## config.mk

```make
export PLATFORM = sky130hd
export DESIGN_NAME = mipi_raw_unpack_to_16
export DESIGN_NICKNAME = d
export VERILOG_FILES = /design/src/rtl/mru16_pkg.sv /design/src/rtl/mipi_raw_unpack_to_16.sv
export SDC_FILE = /design/constraint.sdc
export NUM_CORES = 1
export LEC_CHECK = 0
export ABC_AREA = 1
export CAP_MARGIN = 20
export CORE_AREA = 4 4 260 262
export CTS_BUF_LIST = sky130_fd_sc_hd__clkbuf_16
export CTS_CLUSTER_SIZE = 14
export DETAILED_ROUTE_END_ITERATION = 8
export DIE_AREA = 0 0 264 266
export DONT_BUFFER_PORTS = 1
export SLEW_MARGIN = 20
export SYNTH_ARGS = -nofsm -noshare
export SYNTH_HDL_FRONTEND = slang
export SYNTH_SLANG_ARGS = --single-unit
```

## constraint.sdc

```tcl
create_clock -name clk -period 3.45 [get_ports clk]
set_clock_uncertainty 0.05 [all_clocks]
set_input_delay 0.1725 -clock clk [delete_from_list [all_inputs] [get_ports clk]]
set_output_delay 0.1725 -clock clk [all_outputs]
set_load 0.05 [all_outputs]
```

## src/rtl/mru16_pkg.sv

```systemverilog
// mru16_pkg: types, constants and unpack functions for the raw unpacker
// no dependencies; imported by mipi_raw_unpack_to_16
package mru16_pkg;

  typedef enum logic [1:0] {
    MODE_RAW8  = 2'd0,
    MODE_RAW10 = 2'd1,
    MODE_RAW12 = 2'd2,
    MODE_RAW14 = 2'd3
  } mode_t;

  // configuration register indexes
  localparam logic [1:0] REG_BIT_DEPTH_MODE     = 2'd0;
  localparam logic [1:0] REG_LINE_WIDTH_PIXELS  = 2'd1;
  localparam logic [1:0] REG_FRAME_HEIGHT_LINES = 2'd2;
  localparam logic [1:0] REG_ALIGNMENT_BYTES    = 2'd3;

  localparam int MAX_WIDTH  = 8192;
  localparam int LINE_W     = 15;   // byte position, payload and stride
  localparam int FIFO_DEPTH = 8;
  localparam int FIFO_AW    = 3;

  typedef enum logic [1:0] {
    ST_LOAD,
    ST_DIV,
    ST_FINISH,
    ST_RUN
  } calc_state_t;

  typedef struct packed {
    logic [13:0] pixel;
    logic        eol;
    logic        eof;
    logic        last;
  } pix_entry_t;

  function automatic logic [2:0] grp_bytes(mode_t mode);
    logic [2:0] n;
    case (mode)
      MODE_RAW8:  n = 3'd1;
      MODE_RAW10: n = 3'd5;
      MODE_RAW12: n = 3'd3;
      MODE_RAW14: n = 3'd7;
      default:    n = 3'd1;
    endcase
    return n;
  endfunction

  function automatic logic [2:0] grp_pix(mode_t mode);
    logic [2:0] n;
    case (mode)
      MODE_RAW8:  n = 3'd1;
      MODE_RAW10: n = 3'd4;
      MODE_RAW12: n = 3'd2;
      MODE_RAW14: n = 3'd4;
      default:    n = 3'd1;
    endcase
    return n;
  endfunction

  // b holds the full group, first byte in b[0]
  function automatic logic [3:0][13:0] unpack_group(mode_t mode, logic [6:0][7:0] b);
    logic [3:0][13:0] px;
    logic [23:0]      lsb;
    px  = '0;
    lsb = {b[6], b[5], b[4]};
    case (mode)
      MODE_RAW8: begin
        px[0] = {6'd0, b[0]};
      end
      MODE_RAW10: begin
        for (int i = 0; i < 4; i++) px[i] = {4'd0, b[i], b[4][2*i +: 2]};
      end
      MODE_RAW12: begin
        px[0] = {2'd0, b[0], b[2][3:0]};
        px[1] = {2'd0, b[1], b[2][7:4]};
      end
      MODE_RAW14: begin
        for (int i = 0; i < 4; i++) px[i] = {b[i], lsb[6*i +: 6]};
      end
      default: px = '0;
    endcase
    return px;
  endfunction

endpackage

```

## src/rtl/mipi_raw_unpack_to_16.sv

```systemverilog
// mipi_raw_unpack_to_16: packed RAW8/10/12/14 byte stream to one pixel per word
// depends on mru16_pkg
//
// Usage:
//   Input channel (in_valid/in_ready/data_byte) takes one packed byte per word.
//   Output channel (out_valid/out_ready) gives one pixel per word with
//   end_of_line, end_of_frame and last_of_run marks. Bytes past the line
//   payload up to the alignment stride are padding and give no pixels.
//   Configuration is a plain write port (cfg_we/cfg_index/cfg_wdata); write it
//   only while no byte is in flight.
// Timing:
//   One byte accepted per cycle while in_ready is high. The pixels of a
//   group enter an 8-entry queue at the edge that takes its last byte, so
//   out_valid is high in the next cycle. The output drains one pixel per
//   cycle while out_ready is high; in_ready drops while fewer than four
//   queue entries are free, which is what throttles the input when the
//   receiver stalls.
//   After reset and after every configuration write the line stride is
//   recomputed by a bit-serial remainder unit with in_ready low (one load,
//   fifteen divide steps, one finish).
// Reset: synchronous; registers return to their defaults (RAW8, 1920 pixels,
//   1080 lines, no padding), the queue empties and the line/frame counters clear.
module mipi_raw_unpack_to_16
  import mru16_pkg::*;
#(
  parameter int MAX_HEIGHT = 8192
) (
  input  logic        clk,
  input  logic        rst,
  input  logic        cfg_we,
  input  logic [1:0]  cfg_index,
  input  logic [13:0] cfg_wdata,
  input  logic        in_valid,
  output logic        in_ready,
  input  logic [7:0]  data_byte,
  output logic        out_valid,
  input  logic        out_ready,
  output logic [13:0] pixel_value,
  output logic        end_of_line,
  output logic        end_of_frame,
  output logic        last_of_run
);

  localparam int LCW = $clog2(MAX_HEIGHT);

  // configuration
  mode_t       mode;
  logic [13:0] line_width_pixels;
  logic [13:0] frame_height_lines;
  logic [8:0]  alignment_bytes;

  // stride calculation
  calc_state_t state, state_next;
  logic [LINE_W-1:0] payload;
  logic [LINE_W-1:0] payload_calc;
  logic [LINE_W-1:0] stride;
  logic [8:0]        rem;
  logic [9:0]        rem_shift;
  logic [3:0]        bit_idx;
  logic [13:0]       width_sat;
  logic [LINE_W-1:0] groups;

  // line state
  logic [5:0][7:0]   group_bytes, group_bytes_next;
  logic [2:0]        group_position, group_position_next;
  logic [LINE_W-1:0] line_byte_count, line_byte_count_next;
  logic [LCW-1:0]    line_count, line_count_next;

  // per-byte datapath
  logic              accept;
  logic [2:0]        gbytes, npix;
  logic [6:0][7:0]   full;
  logic [3:0][13:0]  px;
  logic [LINE_W:0]   pos_inc;
  logic              in_payload, last_in_line, group_done, eof_hit;
  logic [15:0]       height_eff, line_inc;
  logic [2:0]        push_n;
  pix_entry_t [3:0]  push_data;

  // output queue
  pix_entry_t        fifo [FIFO_DEPTH];
  logic [FIFO_AW-1:0] wr_ptr, rd_ptr;
  logic [FIFO_AW:0]   count;
  logic               pop;

  // ---------------- configuration registers ----------------
  always_ff @(posedge clk) begin
    if (rst) begin
      mode               <= MODE_RAW8;
      line_width_pixels  <= 14'd1920;
      frame_height_lines <= 14'd1080;
      alignment_bytes    <= 9'd0;
    end else if (cfg_we) begin
      case (cfg_index)
        REG_BIT_DEPTH_MODE:     mode <= mode_t'(cfg_wdata[1:0]);
        REG_LINE_WIDTH_PIXELS:  line_width_pixels <= cfg_wdata;
        REG_FRAME_HEIGHT_LINES: frame_height_lines <= cfg_wdata;
        REG_ALIGNMENT_BYTES:    alignment_bytes <= cfg_wdata[8:0];
        default: ;
      endcase
    end
  end

  // ---------------- payload and stride ----------------
  always_comb begin
    width_sat = (line_width_pixels > 14'(MAX_WIDTH)) ? 14'(MAX_WIDTH) : line_width_pixels;
    case (mode)
      MODE_RAW8:  groups = {1'b0, width_sat};
      MODE_RAW12: groups = {2'b0, width_sat[13:1]};
      default:    groups = {3'b0, width_sat[13:2]};
    endcase
    case (mode)
      MODE_RAW8:  payload_calc = groups;
      MODE_RAW10: payload_calc = groups + (groups << 2);
      MODE_RAW12: payload_calc = groups + (groups << 1);
      MODE_RAW14: payload_calc = (groups << 3) - groups;
      default:    payload_calc = groups;
    endcase
  end

  always_ff @(posedge clk) begin
    if (rst) state <= ST_LOAD;
    else     state <= state_next;
  end

  always_comb begin
    state_next = state;
    case (state)
      ST_LOAD:   state_next = ST_DIV;
      ST_DIV:    if (bit_idx == 4'd0) state_next = ST_FINISH;
      ST_FINISH: state_next = ST_RUN;
      ST_RUN:    state_next = ST_RUN;
      default:   state_next = ST_LOAD;
    endcase
    if (cfg_we) state_next = ST_LOAD;
  end

  // one remainder bit per cycle, payload mod alignment
  assign rem_shift = {rem, payload[bit_idx]};

  always_ff @(posedge clk) begin
    if (rst) begin
      payload <= '0;
      stride  <= '0;
      rem     <= '0;
      bit_idx <= '0;
    end else begin
      case (state)
        ST_LOAD: begin
          payload <= payload_calc;
          rem     <= '0;
          bit_idx <= 4'(LINE_W - 1);
        end
        ST_DIV: begin
          if (rem_shift >= {1'b0, alignment_bytes}) rem <= 9'(rem_shift - {1'b0, alignment_bytes});
          else                                      rem <= rem_shift[8:0];
          bit_idx <= bit_idx - 4'd1;
        end
        ST_FINISH: begin
          if (alignment_bytes == 9'd0 || rem == 9'd0) stride <= payload;
          else stride <= payload + LINE_W'(alignment_bytes) - LINE_W'(rem);
        end
        default: ;
      endcase
    end
  end

  // ---------------- per-byte unpack ----------------
  assign in_ready = (state == ST_RUN) && (count <= (FIFO_AW+1)'(FIFO_DEPTH - 4));
  assign accept   = in_valid && in_ready;

  always_comb begin
    gbytes = grp_bytes(mode);
    npix   = grp_pix(mode);
    for (int i = 0; i < 6; i++) full[i] = group_bytes[i];
    full[6] = 8'd0;
    full[3'(gbytes - 3'd1)] = data_byte;
    px = unpack_group(mode, full);

    pos_inc      = {1'b0, line_byte_count} + (LINE_W+1)'(1);
    in_payload   = line_byte_count < payload;
    last_in_line = pos_inc == {1'b0, payload};
    group_done   = ({1'b0, group_position} + 4'd1) >= {1'b0, gbytes};

    height_eff = {2'b0, frame_height_lines};
    if (height_eff > 16'(MAX_HEIGHT)) height_eff = 16'(MAX_HEIGHT);
    if (height_eff == 16'd0)          height_eff = 16'd1;
    line_inc = 16'(line_count) + 16'd1;
    eof_hit  = line_inc >= height_eff;

    for (int k = 0; k < 4; k++) begin
      push_data[k].pixel = px[k];
      push_data[k].last  = (3'(k + 1) == npix);
      push_data[k].eol   = push_data[k].last && last_in_line;
      push_data[k].eof   = push_data[k].eol && eof_hit;
    end

    group_bytes_next     = group_bytes;
    group_position_next  = group_position;
    line_byte_count_next = line_byte_count;
    line_count_next      = line_count;
    push_n               = 3'd0;

    // an empty payload drops the byte with no state change
    if (accept && payload != '0) begin
      if (in_payload) begin
        if (group_done) begin
          push_n              = npix;
          group_position_next = 3'd0;
          if (last_in_line) line_count_next = eof_hit ? '0 : LCW'(line_inc);
        end else begin
          if (group_position < 3'd6) group_bytes_next[group_position] = data_byte;
          group_position_next = last_in_line ? 3'd0 : group_position + 3'd1;
        end
      end
      if (pos_inc >= {1'b0, stride}) begin
        line_byte_count_next = '0;
        group_position_next  = 3'd0;
      end else begin
        line_byte_count_next = pos_inc[LINE_W-1:0];
      end
    end
  end

  always_ff @(posedge clk) begin
    if (rst) begin
      group_bytes     <= '0;
      group_position  <= '0;
      line_byte_count <= '0;
      line_count      <= '0;
    end else begin
      group_bytes     <= group_bytes_next;
      group_position  <= group_position_next;
      line_byte_count <= line_byte_count_next;
      line_count      <= line_count_next;
    end
  end

  // ---------------- output queue ----------------
  assign out_valid = count != '0;
  assign pop       = out_valid && out_ready;

  always_ff @(posedge clk) begin
    for (int k = 0; k < 4; k++) begin
      if (3'(k) < push_n) fifo[wr_ptr + FIFO_AW'(k)] <= push_data[k];
    end
  end

  always_ff @(posedge clk) begin
    if (rst) begin
      wr_ptr <= '0;
      rd_ptr <= '0;
      count  <= '0;
    end else begin
      wr_ptr <= wr_ptr + FIFO_AW'(push_n);
      if (pop) rd_ptr <= rd_ptr + FIFO_AW'(1);
      count <= count + (FIFO_AW+1)'(push_n) - (FIFO_AW+1)'(pop);
    end
  end

  assign pixel_value  = fifo[rd_ptr].pixel;
  assign end_of_line  = fifo[rd_ptr].eol;
  assign end_of_frame = fifo[rd_ptr].eof;
  assign last_of_run  = fifo[rd_ptr].last;

  // ---------------- assertions ----------------
  a_queue_bound: assert property (@(posedge clk) disable iff (rst)
    count <= (FIFO_AW+1)'(FIFO_DEPTH))
    else $error("pixel queue overflow");

  a_cfg_blocks_input: assert property (@(posedge clk) disable iff (rst)
    cfg_we |=> !in_ready)
    else $error("input taken while stride recomputes");

  a_stride_covers_payload: assert property (@(posedge clk) disable iff (rst)
    (state == ST_RUN) |-> (stride >= payload))
    else $error("stride shorter than payload");

  a_eof_marks: assert property (@(posedge clk) disable iff (rst)
    (out_valid && end_of_frame) |-> (end_of_line && last_of_run))
    else $error("end of frame without end of line");

endmodule

```

### After elaboration in Yosys (flattened, before gate mapping)

Memories as Yosys holds them, arrays and structs flattened. A register that Yosys moved wholly into a read port is not among the register bits.
Index checks and enable logic that the tools add are counted.
W data, S select, Z words.

| word-level totals | value |
|---|---|
| bits in latches | 0 |
| logic and storage cells | 154 |
| memories kept | 1 |
| flip-flop bits (word level) | 173 |
| output and inout bits | 19 |
| bits in writable memories | 136 |
| ROM bits | 0 |

| cells by class | value |
|---|---|
| muxes and demuxes | 43 |
| reduce and logical (&&, ||, !) cells | 36 |
| equal/unequal tests | 15 |
| shift operators | 0 |
| bitwise operators | 1 |
| multiply operators | 0 |
| divide/modulo/power cells | 0 |
| order comparisons | 18 |
| $add $sub $neg | 19 |

Memories:

| memory | words | bits a word | rd ports | clocked after memory_dff | write ports | RTL line | source |
|---|---|---|---|---|---|---|---|
| fifo | 8 | 17 | 1 | 1 | 4 | mipi_raw_unpack_to_16.sv:81 | `pix_entry_t fifo [FIFO_DEPTH];` |

Operator list:

| operator | number |
|---|---|
| $pmux W15 S4 | 1 |
| $bwmux W56 | 1 |
| $pmux W14 S4 | 1 |
| $pmux W28 S2 | 1 |
| $bwmux W48 | 1 |
| $demux W8 S3 | 2 |
| $pmux W14 S3 | 1 |
| $add A15 B15 Y15 | 2 |
| $mux W15 | 2 |
| $gt A14 B14 Y1 const B | 2 |
| $mux W14 | 2 |
| $pmux W14 S2 | 1 |
| $mux W3 | 9 |
| $logic_not A9 Y1 | 2 |
| $pmux W9 S2 | 1 |
| $add A15 B1 Y16 const B | 1 |
| $eq A16 B15 Y1 | 1 |
| $ge A14 B16 Y1 | 1 |
| $ge A16 B15 Y1 | 1 |
| $logic_not A16 Y1 | 1 |
| $mux W16 | 1 |
| $mux W8 | 2 |
| $add A15 B9 Y15 | 1 |
| $lt A15 B15 Y1 | 1 |
| other kinds (47) | 93 |

### Logic depth before layout (Yosys ltp)

Gate-level depths: netlist of the first run.

| depth | value |
|---|---|
| depth after elaboration | 9 |
| mapped depth | 26 |

### Least setup slack after synthesis of the first run

No wires, ideal clock.

| path | value |
|---|---|
| path type | register to register |
| start | register mode[0] |
| end | register payload[11] |
| arrival time | 3.603 ns |
| buffers on the path | 4 |
| path slack | -0.274 ns |
| library setup time | 0.071 ns |
| stages on the path, launching flop included | 22 |
| cells stage by stage | dfxtp_1 -> buf_2 -> nor2_1 -> inv_2 -> buf_2 -> buf_2 -> buf_1 -> nor2_1 -> a221oi_1 -> ha_1 -> nand3_1 -> nand3_1 -> nand2_1 -> nand2_1 -> a21oi_1 -> o21ai_0 -> a21boi_0 -> or2_2 -> nand3_1 -> nand3_1 -> nand2_1 -> a21oi_1 |

| between the ends | value |
|---|---|
| word-level cells in the longest chain between the ends | 4 |
| elaborated cells between the ends (all ways) | 9 |

Ends and longest elaborated chain:

| item | RTL line | source |
|---|---|---|
| from (decl) | mipi_raw_unpack_to_16.sv:47 | `mode_t mode;` |
| from (signal assigned) | mipi_raw_unpack_to_16.sv:95 | `REG_BIT_DEPTH_MODE: mode <= mode_t'(cfg_wdata[1:0]);` |
| $eq A2 B2 Y1 or $logic_not A2 Y1 (tied branches) | mipi_raw_unpack_to_16.sv:107, mipi_raw_unpack_to_16.sv:112 |  |
| $pmux W14 S2 | mipi_raw_unpack_to_16.sv:107 | `case (mode)` |
| $sub A15 B15 Y15 (tied with other cells) | mipi_raw_unpack_to_16.sv:116 | `MODE_RAW14: payload_calc = (groups << 3) - groups;` |
| $pmux W15 S4 (*) | mipi_raw_unpack_to_16.sv:112 | `case (mode)` |
| to (signal assigned) | mipi_raw_unpack_to_16.sv:150 | `payload <= payload_calc;` |
| to (decl) | mipi_raw_unpack_to_16.sv:54 | `logic [LINE_W-1:0] payload;` |

Every way passes the cells marked *; elsewhere a longest branch is shown, timed or not.
A chain may end at the register's enable or synchronous reset.

==> results of run 1 <==
-- power by group --
part / switching, µW / total [µW] / internal [µW] / leakage [µW]
logic: 2730 / 4230 / 1500 / 0.00815
registers: 109 / 4070 / 3960 / 0.00266
clock network: 1770 / 4180 / 2410 / 0.000668
total: 4610 / 12500 / 7870 / 0.0115
-- state kept, by name, indices dropped and copies added, names as in the netlist, 9 cells and up, named ones only --
name,flops
alignment_bytes,9
frame_height_lines,14
fifo,136
stride,15
line_width_pixels,14
group_bytes,48
payload,15
line_byte_count,15
line_count,13
rem,9
-- synthesized netlist by cell type, drive strengths merged, types with 6 or more instances --
library cell	instances	share of area (%)
xor2	30	1.2
nand3	157	3.6
nand3b	6	0.20
o22ai	49	1.4
nor3	35	1.1
clkinv	7	0.12
o2111ai	10	0.39
nor2	437	7.5
clkbuf	108	1.8
fa	14	1.2
o21bai	6	0.20
ha	123	6.8
nand2	695	12
inv	370	6.1
o221ai	12	0.46
xnor2	10	0.39
edfxtp	136	18
a221oi	6	0.23
a211oi	8	0.26
nand4	52	1.5
buf	40	0.99
a21oi	370	8.2
o21ai	372	8.2
dfxtp	176	16
nor4	11	0.30
a31oi	24	0.66
o211ai	36	1.2
or2	11	0.30
-- stage by stage --
| step | power (µW) | worst slack [ps] | cells |
|---|---|---|---|
| finish | 12500 | 154 | 4422 |
| CTS | 12400 | 22.0 | 4401 |
| global placement | 8100 | -28.4 | 4290 |
| floorplan | 6890 | -11.1 | 3337 |
| global route | 13100 | -84.3 | 4421 |
| detailed placement | 8120 | -75.5 | 4290 |
-- routing by layer --
| metal | vias up | GRT usage (%) | share of wire [%] |
|---|---|---|---|
| met1 | 10807 | 30.1 | 42 |
| met5 | - | 0 | 0.015 |
| met3 | 254 | 3.92 | 8.3 |
| li1 | 11693 | - | - |
| met2 | 1039 | 37.4 | 45 |
| met4 | 2 | 9.81 | 4.9 |
-- cell type report --
| type | count | area [µm²] |
|---|---|---|
| fill | 6783 | 38000 |
| multi-input combinational | 2501 | 13400 |
| sequential | 312 | 7620 |
| timing repair buffer | 293 | 2620 |
| inverter | 377 | 1420 |
| tap | 864 | 1080 |
| clock buffer | 41 | 1030 |
| clock inverter | 33 | 273 |
| antenna | 1 | 2.50 |
-- logic make-up after synthesis --
| logic type | after synthesis |
|---|---|
| xor gates and xnor gates | 40 |
| DFF | 312 |
| adders and majority gates | 137 |
| and+or+nand+nor | 1408 |
| buffers and inverters | 525 |
| AOI/OAI and AO/OA | 915 |
-- how the worst max path moves through the flow --
stage | from | end | slack, ps | cells past startpoint
2_1_floorplan | mode[0] | payload[11] | -10 | 21
3_3_place_gp | line_width_pixels[6] | payload[12] | -30 | 27
3_5_place_dp | line_width_pixels[2] | payload[11] | -80 | 23
4_1_cts | frame_height_lines[12] | fifo[7][1] | 20 | 20
5_1_grt | line_width_pixels[12] | payload[12] | -80 | 26
6_report | payload[2] | fifo[3][9] | 150 | 18
-- timing repair --
item	4_1_cts	5_1_grt
cloned	0	3
endpoints found under the hold margin	160	0
buffers inserted	0	17
resized for setup	2	93
pin swaps	0	23
endpoints found under the setup margin	2	76
hold buffers	37	0
==> results.json, run 1 <==
{
  "syn_inst": 3337,
  "num_vias": 23795,
  "synthesis.area_mm2": 0.0227,
  "core-area_mm2": 0.0654,
  "port_buffers": 0,
  "yosys.area_share.simple_pct": 26.1,
  "clock_path_buffers": 3,
  "grt_pass1_wl_mm": 128,
  "layout-drive-gt1-share_pct": 12.9,
  "end_kind": "flop",
  "clock_sinks": 312,
  "overflow": 0,
  "max_slew_margin_pct": 31.6,
  "track_usage_pct": 22.9,
  "crit_required_ps": 3740,
  "post_dp_cell_area_mm2": 0.0252,
  "initialDrtViolationCount": 2323,
  "synth_compound_area_share_pct": 21.9,
  "wl_per_cell_um": 19.1,
  "synthAdderAreaFrac_pct": 8.01,
  "final_cell_mix": "686 x nand2_1, 416 x nor2_1, 362 x a21oi_1",
  "cp_slowest_cell": "dfxtp_2",
  "peakVddDrop_uv": 411,
  "synth.avg_cell_area_um2": 6.80,
  "via_per_inst": 5.38,
  "finalCritPeriodShare_pct": 95.5,
  "placement_rows": 94,
  "place.gp.congestion": 0.984,
  "clock-root-buffer": "clkbuf_16",
  "hold_viol": 0,
  "worstSetupPathType": "flop to flop",
  "synth_xor_area_share_pct": 1.54,
  "die-area_mm2": 0.0702,
  "holdCritPathClass": "input pin to flop",
  "synth.distinct_cells": 53,
  "tightest_slew_ps": 1030,
  "r2r_setup_slack_ps": 150,
  "cts_buffers": 40,
  "synth_top_family_by_area": "simple AND/OR/NAND/NOR gates",
  "min_to": "alignment_bytes[7]",
  "synth-seq-area-share_pct": 33.5,
  "critical-path-max-stage-delay_ps": 360,
  "clock_latency_ps": 590,
  "hp-start": "cfg_index[1]",
  "setup.worst_path.start_class": "flop",
  "finalSetupViolCount": 0,
  "antenna_left": 0,
  "ys.flop_type": "dfxtp_1",
  "powerDensity_mw_per_mm2": 455,
  "grt_max_degree": 106,
  "synth_nets": 3503,
  "slew_violations": 0,
  "hold_depth": 2,
  "muxShareOfSynthArea_pct": 0,
  "drt_pass1_iterations": 8,
  "clkTransAtPathRegs_ps": 60,
  "synth_edf_count": 136,
  "dpl.hpwl_mm": 60.0,
  "p_leak_uw": 0.0115,
  "synth_warnings": 0,
  "arrival_ps": 3590,
  "ios": 48,
  "synth_seq_cells": 312,
  "path_cells": "inv_1, ha_1, a21oi_1, o21ai_1, nor3b_1, o21ai_1, nand3_2, nor3_4, buf_12, buf_12, buf_6, nand3_1, buf_12, nand2_1, nand3_1, o21ai_1, o21ai_0, buf_4",
  "cts_tree": "built",
  "drc": 0,
  "fin_util_pct": 41.9,
  "maxCapViolCount": 0,
  "period_needed_ps": 3300,
  "r2r-start": "payload[2]",
  "status": "finished clean",
  "first_global_vias": 22084,
  "max_freq_ghz": 0.303,
  "worstPathMaxFanout": 26,
  "routed_wl_mm": 84.4,
  "final_cell_area_mm2": 0.0274,
  "fp.dieH_um": 266,
  "synthArstFlopShare_pct": 0,
  "tns_ps": 0,
  "rsz0062_at_grt": "yes",
  "regToRegEndpoint": "fifo[3][9]",
  "nNetsFinal": 3691,
  "reg2reg_depth": 18,
  "grt_antenna_before_repair": 3,
  "worst-path-buf-inv": 6,
  "layout_commonest_cell": "nand2_1",
  "htree_levels": 2,
  "syn_to_final_growth_pct": 20.8,
  "worst_hold_slack_ps": 96.3,
  "start_util_pct": 34.7,
  "die_x_um": 264,
  "crit_family": "buffers and inverters"
}
Power figures use the tool's default switching activity.
==> inputs of run 2 (changes only) <==
CORE_AREA = 4 4 202 204   (was 4 4 260 262)
DIE_AREA = 0 0 206 208   (was 0 0 264 266)
PLACE_DENSITY = 0.77   (was unset)
==> run 2 against run 1 <==
  * Combinational power grew 1%
  * Worst hold slack lost 51 ps
  * Cell area shrank 2.5%
  * Power shrank 1.8%
  * Largest cell class unchanged
  * Die area shrank 39%
  * Worst setup slack lost 37 ps
  * First-iteration DRC count grew 31%
  * Register-to-register slack lost 40 ps
  * Critical path depth grew 4
  * Via count grew 4.9%
==> results.json, run 2 (synthesis gave the netlist of run 1 again) <==
{
  "status": "finished clean",
  "worstPathMaxFanout": 9,
  "layout_commonest_cell": "nand2_1",
  "period_needed_ps": 3330,
  "largest_registers": "fifo x136, group_bytes x48",
  "initialDrtViolationCount": 3043,
  "end_kind": "flop",
  "worstSetupPathType": "flop to flop",
  "antenna_left": 0,
  "clkTransAtPathRegs_ps": 70,
  "grt_antenna_before_repair": 1,
  "die_x_um": 206,
  "grt_max_degree": 106,
  "overflow": 0,
  "hold_viol": 0,
  "drt_pass1_iterations": 8,
  "critical-path-max-stage-delay_ps": 320,
  "path_cells": "nor2_1, nand2_1, nor2_1, nand2_1, nand2_2, buf_12, nand2_1, nand2_1, inv_1, a221oi_2, buf_4, buf_6, ha_1, a21oi_2, nor2_1, a211oi_2, nand2_2, or2_2, a311oi_2, nand2_1, nand2_1, a21oi_1",
  "grt_pass1_wl_mm": 131,
  "place.gp.congestion": 1.06,
  "dpl.hpwl_mm": 62.8,
  "max_freq_ghz": 0.300,
  "cts_tree": "built",
  "setup.worst_path.start_class": "flop",
  "syn_to_final_growth_pct": 17.8,
  "nNetsFinal": 3669,
  "p_leak_uw": 0.0113,
  "num_vias": 24958,
  "powerDensity_mw_per_mm2": 459,
  "crit_required_ps": 3820,
  "arrival_ps": 3710,
  "port_buffers": 0,
  "fillerInstances": 3339,
  "holdCritPathClass": "input pin to flop",
  "htree_levels": 2,
  "ios": 48,
  "crit_top_cell": "nand2_1",
  "clock_latency_ps": 570,
  "cts_buffers": 36,
  "p_total_uw": 12300,
  "core-area_mm2": 0.0393,
  "start_util_pct": 57.8,
  "drc": 0,
  "largest_reg_flops": 136,
  "antenna_cells": 0,
  "finalCritPeriodShare_pct": 96.6,
  "fin_ws_ps": 117,
  "clock-root-buffer": "clkbuf_16",
  "peakVddDrop_uv": 503,
  "largest-register": "fifo",
  "track_usage_pct": 38.7,
  "finalSetupViolCount": 0,
  "die-area_mm2": 0.0428,
  "clock_sinks": 312,
  "final_cell_mix": "678 x nand2_1, 419 x nor2_1, 358 x a21oi_1",
  "dpl_worst_slack_ps": -21.4,
  "seq_area_mm2": 0.00762,
  "layout-drive-gt1-share_pct": 12.6,
  "fp.dieH_um": 208,
  "crit_family": "simple AND/OR/NAND/NOR gates",
  "multi_input_area_mm2": 0.0134,
  "wl_per_cell_um": 21.3,
  "first_global_vias": 23240,
  "worst-path-buf-inv": 4,
  "worst_hold_slack_ps": 44.9,
  "maxCapViolCount": 0,
  "clock_path_buffers": 3,
  "cp_slowest_cell": "dfxtp_1",
  "slew_violations": 0,
  "max_slew_margin_pct": 33.6,
  "placement_rows": 73,
  "rsz0062_at_grt": "yes",
  "via_per_inst": 6.15,
  "routed_wl_mm": 86.4,
  "tightest_slew_ps": 996
}
-- run 2: changes by cell type in the layout (fill, tap and decap cells not counted), moves of 4 or more --
cell           before  now
buf_12             21   17
a21oi_2             8   12
clkbuf_16          43   39
dlygate4sd3_1      36   31
buf_4             230  220
nand2_1           686  678
nand2_2             9   17
ha_4                3    7
a21oi_1           362  358
-- run 2: layout make-up --
type                    count  share of cell area, %
multi-input cells        2500                   50.2
flip-flops and latches    312                   28.5
repair buffers            276                   9.11
inverters                 377                   5.32
clock buffers              37                   3.46
well taps                 525                   2.46
clock inverters            29                  0.945
-- run 2: power by group --
part           total, µW  switching, µW  internal [µW]
Combinational       4280           2790           1490
Clock               3900           1640           2260
Sequential          4080            118           3960
Total              12300           4550           7710
-- run 2: worst paths after layout --
kind | from | cells after the start | to | slack, ps
worst max-delay path | line_width_pixels[11] | 22 | payload[10] | 120
worst min-delay path | cfg_index[1] | 5 | frame_height_lines[4] | 40
worst max register to register | line_width_pixels[11] | 22 | payload[10] | 120
worst min register to register | group_bytes[46] | 2 | group_bytes[46] | 410
-- run 2: per-stage QoR --
step                instances  setup TNS [ps]  instance area [µm²]  utilization (%)
finish                   4056               0                26700             68.1
global route             4056           -1260                26700             68.1
CTS                      4035               0                26100             66.6
detailed placement       3936           -59.4                24600             62.7
global placement         3936               0                24600             62.7
floorplan                3337           -11.1                22700                -
-- run 2: repair_timing --
action                                 4_1_cts  5_1_grt
endpoints found under the hold margin      160        0
gates cloned                                 0        2
hold buffers                                32        0
pin swaps                                    1       20
setup endpoints to repair                    7       95
buffers inserted                             1       19
resized for setup                            0      107
-- run 2: worst reg2reg max path: stages, from the launching register on --
cell and delay [ps]:
dfxtp_1 320, nor2_1 100, nand2_1 60, nor2_1 110
nand2_1 90, nand2_2 110, buf_12 130, nand2_1 90
nand2_1 80, inv_1 60, a221oi_2 180, buf_4 170
buf_6 130, ha_1 260, a21oi_2 150, nor2_1 60
a211oi_2 250, nand2_2 90, or2_2 290, a311oi_2 210
nand2_1 90, nand2_1 60, a21oi_1 60
-- run 2: layer usage --
layer	share of wire, %	GRT usage [%]	up-vias
met5	0.012	0	-
met4	7.6	24.2	2
met3	9.4	7.01	391
met2	46	62.9	1481
met1	37	47.2	11456
li1	-	-	11628
